==> src/rtl/core/tga_rle_pixel_decoder_assert.svh <==
// assertion macros shared by the tga rle decoder rtl
// expects clk and rst in the scope of each use
`ifndef TGA_RLE_PIXEL_DECODER_ASSERT_SVH
`define TGA_RLE_PIXEL_DECODER_ASSERT_SVH

// same-cycle implication
`define TGA_ASSERT_NOW(label, ante, cons, msg) \
  label: assert property (@(posedge clk) disable iff (rst) (ante) |-> (cons)) \
    else $error(msg);

// next-cycle implication
`define TGA_ASSERT_NEXT(label, ante, cons, msg) \
  label: assert property (@(posedge clk) disable iff (rst) (ante) |=> (cons)) \
    else $error(msg);

`endif

==> src/rtl/core/tga_dec_pkg.sv <==
// shared types, register indexes and helpers for the tga rle decoder
// no dependencies
package tga_dec_pkg;

  localparam int CFG_DATA_W = 16;
  localparam int CFG_IDX_W  = 2;

  localparam logic [CFG_IDX_W-1:0] REG_RLE_MODE     = 2'd0;
  localparam logic [CFG_IDX_W-1:0] REG_BYTES_PER_PX = 2'd1;
  localparam logic [CFG_IDX_W-1:0] REG_IMAGE_WIDTH  = 2'd2;
  localparam logic [CFG_IDX_W-1:0] REG_IMAGE_HEIGHT = 2'd3;

  localparam logic [2:0] BPP_GREY = 3'd1;
  localparam logic [2:0] BPP_RGB  = 3'd3;
  localparam logic [2:0] BPP_RGBA = 3'd4;

  localparam logic [6:0] PKT_COUNT_MASK = 7'h7F;
  localparam int         PKT_REPEAT_BIT = 7;

  typedef struct packed {
    logic [31:0] colour;
    logic [7:0]  count;
    logic        last;
    logic [2:0]  bpp;
  } pix_rec_t;

  function automatic logic [2:0] eff_bpp(input logic [2:0] raw);
    logic [2:0] res;
    if (raw == BPP_RGB) begin
      res = BPP_RGB;
    end else if (raw >= BPP_RGBA) begin
      res = BPP_RGBA;
    end else begin
      res = BPP_GREY;
    end
    return res;
  endfunction

  function automatic logic [15:0] eff_dim(input logic [15:0] raw);
    return (raw == 16'd0) ? 16'd1 : raw;
  endfunction

endpackage

==> src/rtl/core/tga_rle_pixel_decoder.sv <==
// TGA image-data decoder: takes one stream byte per cycle (plain or run-length packets,
// 1, 3 or 4 bytes per pixel) and returns RGB(A) pixels with a repeat count, flagging the
// pixel that completes the image. A byte is taken every cycle while the output side keeps
// up; a pixel's record is written into the record queue when its last byte is accepted,
// and moves from there into the output register. When the output stalls, the queue
// absorbs up to QUEUE_DEPTH pixels behind the one held on the output before the input is
// held off, and once the queue has filled the input resumes in the cycle after the output
// moves again. Width and height writes take effect from the next image.
// depends on tga_dec_pkg, tga_dec_front, tga_dec_queue, tga_dec_back
module tga_rle_pixel_decoder #(
  parameter int QUEUE_DEPTH = 2
) (
  input  logic                              clk,
  input  logic                              rst,
  input  logic                              cfg_write_en,
  input  logic [tga_dec_pkg::CFG_IDX_W-1:0]  cfg_index,
  input  logic [tga_dec_pkg::CFG_DATA_W-1:0] cfg_data,
  input  logic                              in_valid,
  output logic                              in_ready,
  input  logic [7:0]                        stream_byte,
  output logic                              out_valid,
  input  logic                              out_ready,
  output logic [7:0]                        red,
  output logic [7:0]                        green,
  output logic [7:0]                        blue,
  output logic [7:0]                        alpha,
  output logic [7:0]                        repeat_count,
  output logic                              last_of_image
);

  logic                  push;
  tga_dec_pkg::pix_rec_t push_rec;
  logic                  space;
  logic                  head_valid;
  tga_dec_pkg::pix_rec_t head_rec;
  logic                  take;

  tga_dec_front u_front (
    .clk          (clk),
    .rst          (rst),
    .cfg_write_en (cfg_write_en),
    .cfg_index    (cfg_index),
    .cfg_data     (cfg_data),
    .byte_valid   (in_valid),
    .byte_ready   (in_ready),
    .stream_byte  (stream_byte),
    .rec_valid    (push),
    .rec          (push_rec),
    .rec_space    (space)
  );

  tga_dec_queue #(
    .DEPTH (QUEUE_DEPTH)
  ) u_queue (
    .clk        (clk),
    .rst        (rst),
    .push       (push),
    .push_rec   (push_rec),
    .space      (space),
    .head_valid (head_valid),
    .head_rec   (head_rec),
    .pop        (take)
  );

  tga_dec_back u_back (
    .clk           (clk),
    .rst           (rst),
    .rec_valid     (head_valid),
    .rec           (head_rec),
    .rec_take      (take),
    .out_valid     (out_valid),
    .out_ready     (out_ready),
    .red           (red),
    .green         (green),
    .blue          (blue),
    .alpha         (alpha),
    .repeat_count  (repeat_count),
    .last_of_image (last_of_image)
  );

endmodule

==> src/rtl/core/tga_dec_front.sv <==
// front end: config registers, packet header parsing, pixel assembly, count clipping
// depends on tga_dec_pkg and tga_rle_pixel_decoder_assert.svh
`include "tga_rle_pixel_decoder_assert.svh"

module tga_dec_front (
  input  logic                              clk,
  input  logic                              rst,
  input  logic                              cfg_write_en,
  input  logic [tga_dec_pkg::CFG_IDX_W-1:0]  cfg_index,
  input  logic [tga_dec_pkg::CFG_DATA_W-1:0] cfg_data,
  input  logic                              byte_valid,
  output logic                              byte_ready,
  input  logic [7:0]                        stream_byte,
  output logic                              rec_valid,
  output tga_dec_pkg::pix_rec_t             rec,
  input  logic                              rec_space
);

  logic        rle_mode;
  logic [2:0]  bpp_reg;
  logic [15:0] width_reg;
  logic [15:0] height_reg;
  logic [31:0] area;

  logic [31:0] pixels_left;
  logic        expect_header;
  logic        packet_repeats;
  logic [7:0]  packet_pixels_left;
  logic [1:0]  component_index;
  logic [31:0] colour_assembly;

  logic [15:0] mul_a;
  logic [15:0] mul_b;
  logic [31:0] area_next;

  logic        accept;
  logic        start;
  logic [31:0] pl_cur;
  logic        eh_cur;
  logic [7:0]  ppl_cur;
  logic [1:0]  ci_cur;
  logic [2:0]  bpp_eff;
  logic        is_header;
  logic [31:0] colour_next;
  logic [2:0]  ci_inc;
  logic        complete;
  logic        repeat_pkt;
  logic [7:0]  clipped;
  logic [7:0]  count;
  logic [7:0]  ppl_after;
  logic [31:0] pixels_left_next;
  logic        last;
  logic        expect_header_next;
  logic [7:0]  packet_pixels_left_next;

  // pixel area for a new image, updated with the write itself
  always_comb begin
    mul_a = (cfg_index == tga_dec_pkg::REG_IMAGE_WIDTH) ?
            tga_dec_pkg::eff_dim(cfg_data) : tga_dec_pkg::eff_dim(width_reg);
    mul_b = (cfg_index == tga_dec_pkg::REG_IMAGE_HEIGHT) ?
            tga_dec_pkg::eff_dim(cfg_data) : tga_dec_pkg::eff_dim(height_reg);
    area_next = {16'd0, mul_a} * {16'd0, mul_b};
  end

  always_ff @(posedge clk) begin
    if (rst) begin
      rle_mode   <= 1'b0;
      bpp_reg    <= tga_dec_pkg::BPP_RGB;
      width_reg  <= 16'd1;
      height_reg <= 16'd1;
      area       <= 32'd1;
    end else if (cfg_write_en) begin
      unique case (cfg_index)
        tga_dec_pkg::REG_RLE_MODE: begin
          rle_mode <= cfg_data[0];
        end
        tga_dec_pkg::REG_BYTES_PER_PX: begin
          bpp_reg <= cfg_data[2:0];
        end
        tga_dec_pkg::REG_IMAGE_WIDTH: begin
          width_reg <= cfg_data;
          area      <= area_next;
        end
        tga_dec_pkg::REG_IMAGE_HEIGHT: begin
          height_reg <= cfg_data;
          area       <= area_next;
        end
        default: begin
        end
      endcase
    end
  end

  assign byte_ready = rec_space;
  assign accept     = byte_valid && rec_space;

  always_comb begin
    start      = (pixels_left == 32'd0);
    pl_cur     = start ? area : pixels_left;
    eh_cur     = start | expect_header;
    ppl_cur    = start ? 8'd0 : packet_pixels_left;
    ci_cur     = start ? 2'd0 : component_index;
    bpp_eff    = tga_dec_pkg::eff_bpp(bpp_reg);
    is_header  = rle_mode && eh_cur;

    colour_next = colour_assembly;
    unique case (ci_cur)
      2'd0: colour_next[7:0]   = stream_byte;
      2'd1: colour_next[15:8]  = stream_byte;
      2'd2: colour_next[23:16] = stream_byte;
      2'd3: colour_next[31:24] = stream_byte;
    endcase

    ci_inc     = {1'b0, ci_cur} + 3'd1;
    complete   = !is_header && (ci_inc >= bpp_eff);
    repeat_pkt = rle_mode && packet_repeats;

    // repeated packets are cut to what the image still owes
    clipped = (pl_cur < {24'd0, ppl_cur}) ? pl_cur[7:0] : ppl_cur;
    if (repeat_pkt) begin
      count     = (clipped == 8'd0) ? 8'd1 : clipped;
      ppl_after = 8'd0;
    end else begin
      count     = 8'd1;
      ppl_after = (rle_mode && ppl_cur != 8'd0) ? ppl_cur - 8'd1 : ppl_cur;
    end

    pixels_left_next        = pl_cur - {24'd0, count};
    last                    = (pixels_left_next == 32'd0);
    expect_header_next      = eh_cur | last | (rle_mode && ppl_after == 8'd0);
    packet_pixels_left_next = last ? 8'd0 : ppl_after;
  end

  always_ff @(posedge clk) begin
    if (rst) begin
      pixels_left        <= 32'd0;
      expect_header      <= 1'b1;
      packet_repeats     <= 1'b0;
      packet_pixels_left <= 8'd0;
      component_index    <= 2'd0;
      colour_assembly    <= 32'd0;
    end else if (accept) begin
      if (is_header) begin
        packet_repeats     <= stream_byte[tga_dec_pkg::PKT_REPEAT_BIT];
        packet_pixels_left <= {1'b0, stream_byte[6:0] & tga_dec_pkg::PKT_COUNT_MASK} + 8'd1;
        expect_header      <= 1'b0;
        component_index    <= 2'd0;
        pixels_left        <= pl_cur;
      end else if (!complete) begin
        colour_assembly    <= colour_next;
        component_index    <= ci_inc[1:0];
        pixels_left        <= pl_cur;
        expect_header      <= eh_cur;
        packet_pixels_left <= ppl_cur;
      end else begin
        colour_assembly    <= colour_next;
        component_index    <= 2'd0;
        pixels_left        <= pixels_left_next;
        expect_header      <= expect_header_next;
        packet_pixels_left <= packet_pixels_left_next;
      end
    end
  end

  assign rec_valid = accept && complete;
  assign rec       = {colour_next, count, last, bpp_eff};

  `TGA_ASSERT_NOW(a_count_range, rec_valid, rec.count != 8'd0 && rec.count <= 8'd128,
    "repeat count out of range")
  `TGA_ASSERT_NEXT(a_last_clears, rec_valid && rec.last,
    pixels_left == 32'd0 && expect_header, "last pixel did not close the image")
  `TGA_ASSERT_NOW(a_header_silent, accept && is_header, !rec_valid,
    "packet header produced a pixel")

endmodule

==> src/rtl/core/tga_dec_queue.sv <==
// short queue of decoded pixel records between the front end and the output stage
// depends on tga_dec_pkg and tga_rle_pixel_decoder_assert.svh
`include "tga_rle_pixel_decoder_assert.svh"

module tga_dec_queue #(
  parameter int DEPTH = 2
) (
  input  logic                  clk,
  input  logic                  rst,
  input  logic                  push,
  input  tga_dec_pkg::pix_rec_t push_rec,
  output logic                  space,
  output logic                  head_valid,
  output tga_dec_pkg::pix_rec_t head_rec,
  input  logic                  pop
);

  localparam int PTR_W = (DEPTH > 1) ? $clog2(DEPTH) : 1;
  localparam int CNT_W = $clog2(DEPTH + 1);
  localparam logic [PTR_W-1:0] LAST_PTR = PTR_W'(DEPTH - 1);
  localparam logic [CNT_W-1:0] FULL_CNT = CNT_W'(DEPTH);

  tga_dec_pkg::pix_rec_t slots [DEPTH];
  logic [PTR_W-1:0] wr_ptr;
  logic [PTR_W-1:0] rd_ptr;
  logic [CNT_W-1:0] fill;
  logic             do_pop;

  assign space      = (fill != FULL_CNT);
  assign head_valid = (fill != '0);
  assign head_rec   = slots[rd_ptr];
  assign do_pop     = pop && head_valid;

  always_ff @(posedge clk) begin
    if (push) begin
      slots[wr_ptr] <= push_rec;
    end
  end

  always_ff @(posedge clk) begin
    if (rst) begin
      wr_ptr <= '0;
      rd_ptr <= '0;
      fill   <= '0;
    end else begin
      if (push) begin
        wr_ptr <= (wr_ptr == LAST_PTR) ? '0 : wr_ptr + PTR_W'(1);
      end
      if (do_pop) begin
        rd_ptr <= (rd_ptr == LAST_PTR) ? '0 : rd_ptr + PTR_W'(1);
      end
      if (push && !do_pop) begin
        fill <= fill + CNT_W'(1);
      end else if (!push && do_pop) begin
        fill <= fill - CNT_W'(1);
      end
    end
  end

  `TGA_ASSERT_NOW(a_no_overflow, push, space || pop, "push into a full queue")

endmodule

==> src/rtl/core/tga_dec_back.sv <==
// output stage: bgr(a) to rgb(a) reorder and the registered result port
// depends on tga_dec_pkg
module tga_dec_back (
  input  logic                  clk,
  input  logic                  rst,
  input  logic                  rec_valid,
  input  tga_dec_pkg::pix_rec_t rec,
  output logic                  rec_take,
  output logic                  out_valid,
  input  logic                  out_ready,
  output logic [7:0]            red,
  output logic [7:0]            green,
  output logic [7:0]            blue,
  output logic [7:0]            alpha,
  output logic [7:0]            repeat_count,
  output logic                  last_of_image
);

  logic [7:0] red_next;
  logic [7:0] green_next;
  logic [7:0] blue_next;
  logic [7:0] alpha_next;
  logic       load;

  assign load     = rec_valid && (!out_valid || out_ready);
  assign rec_take = load;

  always_comb begin
    if (rec.bpp == tga_dec_pkg::BPP_GREY) begin
      red_next   = rec.colour[7:0];
      green_next = 8'd0;
      blue_next  = 8'd0;
      alpha_next = 8'd0;
    end else begin
      red_next   = rec.colour[23:16];
      green_next = rec.colour[15:8];
      blue_next  = rec.colour[7:0];
      alpha_next = (rec.bpp == tga_dec_pkg::BPP_RGBA) ? rec.colour[31:24] : 8'd0;
    end
  end

  always_ff @(posedge clk) begin
    if (rst) begin
      out_valid <= 1'b0;
    end else if (load) begin
      out_valid <= 1'b1;
    end else if (out_ready) begin
      out_valid <= 1'b0;
    end
  end

  always_ff @(posedge clk) begin
    if (load) begin
      red           <= red_next;
      green         <= green_next;
      blue          <= blue_next;
      alpha         <= alpha_next;
      repeat_count  <= rec.count;
      last_of_image <= rec.last;
    end
  end

endmodule

==> config.mk <==
export PLATFORM = sky130hd
export DESIGN_NAME = tga_rle_pixel_decoder
export DESIGN_NICKNAME = d
export VERILOG_FILES = /design/src/rtl/core/tga_dec_pkg.sv /design/src/rtl/core/tga_rle_pixel_decoder.sv /design/src/rtl/core/tga_dec_front.sv /design/src/rtl/core/tga_dec_queue.sv /design/src/rtl/core/tga_dec_back.sv
export VERILOG_INCLUDE_DIRS = /design/src /design/src/rtl/core
export SDC_FILE = /design/constraint.sdc
export NUM_CORES = 1
export LEC_CHECK = 0
export BUFFER_PORTS_ARGS = -buffer_cell sky130_fd_sc_hd__buf_2
export CAP_MARGIN = 20
export CORE_AREA = 2 2 269 337
export DETAILED_ROUTE_END_ITERATION = 10
export DIE_AREA = 0 0 271 339
export GPL_ROUTABILITY_DRIVEN = 0
export MAX_ROUTING_LAYER = met4
export PLACE_DENSITY = 0.37
export SYNTH_ARGS = -nofsm -noshare
export SYNTH_HDL_FRONTEND = slang
export SYNTH_SLANG_ARGS = --single-unit
export TNS_END_PERCENT = 10
==> constraint.sdc <==
create_clock -name clk -period 24.9 [get_ports clk]
set_input_delay 1.245 -clock clk [delete_from_list [all_inputs] [get_ports clk]]
set_output_delay 1.245 -clock clk [all_outputs]
set_load 0.005 [all_outputs]
# ---- Word-level counts from Yosys, hierarchy flattened
# Memory sizes are Yosys's and may differ from the RTL's. A register that Yosys moved wholly into a read port is not among the register bits.
# Index checks and enable logic that the tools add are counted.
dict set report totals {
  n_memories 1
  input_bits 31
  elab_cells 126
  out_inout_bits 43
  mem_bits_rw 88
  reg_bits 190
}
dict set report classes {
  addsub 8
  magnitude_cmp 3
  n_mul 1
  muxes 39
  bitwise_logic 5
  reduce_logical 38
  eq_ne 10
}
# memory depth width rd rd_ports_with_merged_regs wr line_no
set mem_list {}
lappend mem_list {u_queue.slots 2 44 1 1 1 tga_dec_queue.sv:23} ;# tga_dec_pkg::pix_rec_t slots [DEPTH];
# cell n
set ops {}
lappend ops {{$mux 8} 14}
lappend ops {{$mux 32} 3}
lappend ops {{$mux 16} 5}
lappend ops {{$logic_not 32->1} 2}
lappend ops {{$logic_not 16->1} 3}
lappend ops {{$lt 32x8->1} 1}
lappend ops {{$mul 16x16->32} 1}
lappend ops {{$sub 32x8->32} 1}
lappend ops {{$logic_not 8->1} 2}
lappend ops {{$reduce_and 2->1} 7}
lappend ops {{$logic_and 1x1->1} 11}
lappend ops {{$mux 1} 10}
lappend ops {{$mux 2} 5}
lappend ops {{$add 7x1->8 const B} 1}
lappend ops {{$eq 2x2->1 const B} 4}
lappend ops {{$reduce_bool 8->1} 1}
lappend ops {{$sub 8x1->8 const B} 1}
lappend ops {{$mux 3} 2}
lappend ops {{$reduce_bool 2->1} 3}
lappend ops {{$eq 2x1->1 const B} 2}
lappend ops {{$logic_not 1->1} 4}
lappend ops {{$logic_not 2->1} 2}
lappend ops {{$reduce_or 2->1} 2}
lappend ops {{$add 2x1->3 const B} 1}
lappend ops {{other kinds (12)} 16}

# ---- Logic depth before layout (Yosys ltp)
dict set report logic_depth {
  depth_word 13
  mapped_depth 35
  ltp_nobuf 28
}

# ---- Modules after synthesis
# Synthesis repeated with hierarchy kept, for this count alone.
dict set report hier_totals {
  cells_unflattened 2415
  hier_area_um2 22107.5
}
# module seq_area_each_um2 instances area_per_inst_um2 cells_each
set modules_own_cells {}
lappend modules_own_cells {tga_dec_front 2882.8 1 17164.0 2174}
lappend modules_own_cells {tga_dec_queue 2742.6 1 3382.0 159}
lappend modules_own_cells {tga_dec_back 1251.2 1 1561.5 82}

# ---- Worst setup path before layout
# No wires, ideal clock.
dict set report synth_timing {
  kind {input to register}
  startpoint {in cfg_index[0] (netlist bit)}
  endpoint {reg u_front.area[30]}
  path_buffers 3
  setup_slack_ns 16.936
  required_time_ns 24.783
  arrival_ns 7.847
  cell_stages 29
  setup_ns 0.117
  cell_sequence {and2_1 > clkbuf_1 > a41oi_1 > clkbuf_1 > a22o_1 > clkbuf_1 > nand2_1 > fa_1 > inv_1 > fa_1 > inv_1 > fa_1 > inv_1 > fa_1 > inv_1 > fa_1 > inv_1 > fa_1 > ha_1 > and3_1 > a21oi_1 > o211ai_1 > a31o_2 > nand4b_1 > nand2_1 > a31oi_1 > o211ai_1 > xor2_1 > a22o_1}
}
dict set report synth_between {
  elab_chain_cells 3
  word_cells_on_any_way 7
  classes_between {mul (1); eq/ne (2); mux (2); reduce/logical (2)}
}
# element line_no
set synth_rtl {}
lappend synth_rtl {{start, declared} tga_rle_pixel_decoder.sv:16} ;# input logic [tga_dec_pkg::CFG_IDX_W-1:0] cfg_index,
lappend synth_rtl {{$eq 2x2->1, on equally long branches} {tga_dec_front.sv:58, tga_dec_front.sv:73, tga_dec_front.sv:60}}
lappend synth_rtl {{$mux 16 (tied with other cells)} tga_dec_front.sv:58} ;# mul_a = (cfg_index == tga_dec_pkg::REG_IMAGE_WIDTH) ?
lappend synth_rtl {{$mul 16x16->32 or $reduce_and 2->1 (tied branches)} --}
lappend synth_rtl {{end signal, assigned} tga_dec_front.sv:82} ;# area <= area_next;
lappend synth_rtl {{end signal, assigned} tga_dec_front.sv:86} ;# area <= area_next;
lappend synth_rtl {{end, declared} tga_dec_front.sv:23} ;# logic [31:0] area;
# Several ways; a longest one is shown, not always the timed one.
# A chain may end at the register's enable or synchronous reset.

# ---- Worst setup path in the final report
# Same ends and word-level chain as after synthesis.

==> results.md <==
- Pwr per Cell Area: 92.4 nW/µm²
- Minimum clock period: roughly 8.5 ns
- Bufs on Longest Clock Path: 3
- Xor/xnor share of the synthesized area: 2.07%
- Worst hold slack: 0.462 ns
- Largest register FFs: 88
- Worst skew pair latency: around 0.56 ns
- WP buf/inv: 8
- Mapped Avg Cell Area: ~9 µm²
- YS warnings: 0
- CTS root buf: clkbuf_16
- CP top delay family: adder cells
- Top-count cell post-synth: nand2_1
- Die Area: 91900 µm²
- Vias in the first global route: approximately 18k
- Most flops, register: u_queue.slots
- First-pass GRT wire length: 112 mm
- Top cells by count, synth: 354 x nand2_1, 288 x nor2_1, 249 x inv_1
- CP endpoint kind: register
- Slew Viols, Final: 0
- Avg Vias per Cell: 4.75
- EDFF count, synth: 129
- Gr ovfl total: 0
- Post-Layout Cell Count: 3664
- Most frequent cell on the critical path: fa_1
- IO buf count: 73
- Layout cells sized above 1: 10.3%
- Distinct cells, synth: 69
- Hold Vio Cnt, Final: 0
- Vias after detailed routing: about 17k
- Top cells by area, synth: fa_1 18%, edfxtp_1 18%, dfxtp_1 14%
- Mapped Cells: between 2k and 2.5k
- Crit Path Max Fanout: 23
- CP Data Arrival Time: 8.98 ns
- Worst-path clk slew: around 0.06 ns
- Clock sinks: 279
- Core area: 88400 µm²
- Die Span Y: between 300 and 400 µm
- Reg2reg start: u_front.pixels_left[16]$_SDFFE_PP0P_
- Synth Register Bits: ~280
- Ant. Diodes: 0
- RSZ-0062 raised after global routing: false
- Hold_sp: u_front.component_index[0]$_SDFFE_PP0P_
- Synth Area in Adders: 25.1%
- Hold Buf Count CTS: 0
- Worst Hold Class: register to register
- Synth-to-layout area growth: 13.0%
- Sw frac: 42.3%
- Wire per inst: 19.8 µm
- Final net count: approximately 2.8k
- Htree depth: 2
- I/O Pins: 74
- Die Wd: 271 µm
- Worst Skew: 0.0266 ns
- Setup Crit Path Kind: input pin to register
- Final worst setup slack: 16.35 ns
- Wirelength, routed: 72.7 mm
- Setup Buffers After CTS: 0
- Fin crit share: around 34%
- Initial antenna violation count: 0
- Yosys top cell by area: fa_1
- Synth Area in Compound Gates: 10.2%
- Pin count of the biggest net entering global routing: 63
- Top-area cell type share of the netlist area: ~18%
- DRT iter0 DRCs: 1094
- Run status: finished clean
- Clock power share: 23.9%
- Least-Margin Pin Slew: 1.11 ns
- Synth async-reset ratio: 0%
- Post-DRT Antenna Nets: 0
- Drt drc: 0
- Simple-Gate Fraction of Synth Area: a little under a fifth
- Max-Cap Viols: 0
- Post-synthesis sequential area ratio: between 30% and 40%
- # rows: 122
- Worst Path Required: 25.34 ns
- Largest family of logic cells by synthesized area: adder cells
- Dpl ws: 15.74 ns
- Final setup TNS: 0 ns
- Internal power: 1.33 mW
- Fin util: 28.2%
- Starting Density: 24.9%
- Peak supply drop: 0.0446 mV
- Num CTS Buffers: 36
- CTS tree: built
- Fmax: 117 MHz
- Seq pwr share: 28.7%
- Startpoint Class: input pin
- Mapped Nets: 2788
- DP Wirelength: approximately 56 mm
- LEAKAGE: 10.1 nW
- Post-cts sizing count: 0
- CP peak stage delay: between 0.6 and 0.7 ns
- Switching power: 972 µW
- Combinational power share: 47.4%
- Drt first pass iters: 6
- Mapped cell area: 22000 µm²
- Rel. slew slack: 24.2%
- Multiplexer share of the synthesized area: between 6 and 7%
- Placed insts: approximately 3.6k
- Slowest-stage cell, CP: a41oi_1
- Gr usage total: 16.1%
- Final setup viols: 0
- Setup crit start: cfg_index[0]
- Top_reg_cell synth: dfxtp_1
-- worst register-to-register path, delay by kind of cell (launching register included) --
kind,cells,cell delay (ns)
and+or+nand+nor,13,4.02
AOI/OAI and AO/OA,9,2.34
adders and majority gates,3,0.85
buffers and inverters,3,0.64
DFF,1,0.39
-- cell usage in the layout, fill, tap and decap left out, drive strengths merged, types with 65 or more instances in the layout --
cell type and n:
inv 252, ha 130, nor2 288, o21ai 73
a21oi 149, dfxtp 150, fa 195, nand2 354
nor3 65, buf 103, edfxtp 129
-- kinds of logic (layout without fill, tap and decap cells) --
kind of cell	count (synthesis)	count (layout)
AND/OR/NAND/NOR	920	920
flip-flops	279	279
XOR/XNOR	52	52
adder cells (fa/ha/maj)	325	325
multiplexers	126	126
AO/OA/AOI/OAI	366	366
buffers and inverters	364	418
-- worst paths after layout --
| path | end | slack (ns) | depth (start not counted) |
|---|---|---|---|
| worst max-delay path | u_front.area[30]$_SDFFE_PP0P_ | 16.35 | 29 |
| worst min-delay path | u_front.component_index[0]$_SDFFE_PP0P_ | 0.46 | 2 |
| worst max register to register | u_front.packet_pixels_left[3]$_SDFFE_PP0P_ | 16.52 | 28 |
| worst min register to register | u_front.component_index[0]$_SDFFE_PP0P_ | 0.46 | 2 |
-- area by class of cell --
class / count / area, µm²
multi-input cells: 1789 / 13800
inverters: 250 / 938
flip-flops and latches: 279 / 6880
clock inverters: 17 / 225
repair buffers: 103 / 593
fillers: 9382 / 63500
well taps: 1178 / 1470
clock buffers: 48 / 1010
-- through the flow --
stage               area [µm²]  power (mW)
finish                   24900        2.30
global route             24900        2.46
CTS                      24900        2.33
detailed placement       23700        1.76
global placement         23700        1.77
floorplan                22000        1.40
-- power by group through the flow --
stage / clock, mW / combinational, mW / sequential (mW)
global route: 0.583 / 1.21 / 0.671
floorplan: 0 / 0.744 / 0.651
finish: 0.549 / 1.09 / 0.659
CTS: 0.571 / 1.10 / 0.659
detailed placement: 0 / 1.09 / 0.669
global placement: 0 / 1.10 / 0.666
-- metal layers --
layer	vias to the layer above	global-route usage [%]	wire length, µm
li1	8257	-	-
met1	8675	18.8	30300
met2	388	29.4	38200
met3	92	1.24	2130
met4	0	4.82	2080
met5	-	-	0
Note: power is estimated with default switching activity, not from simulation.
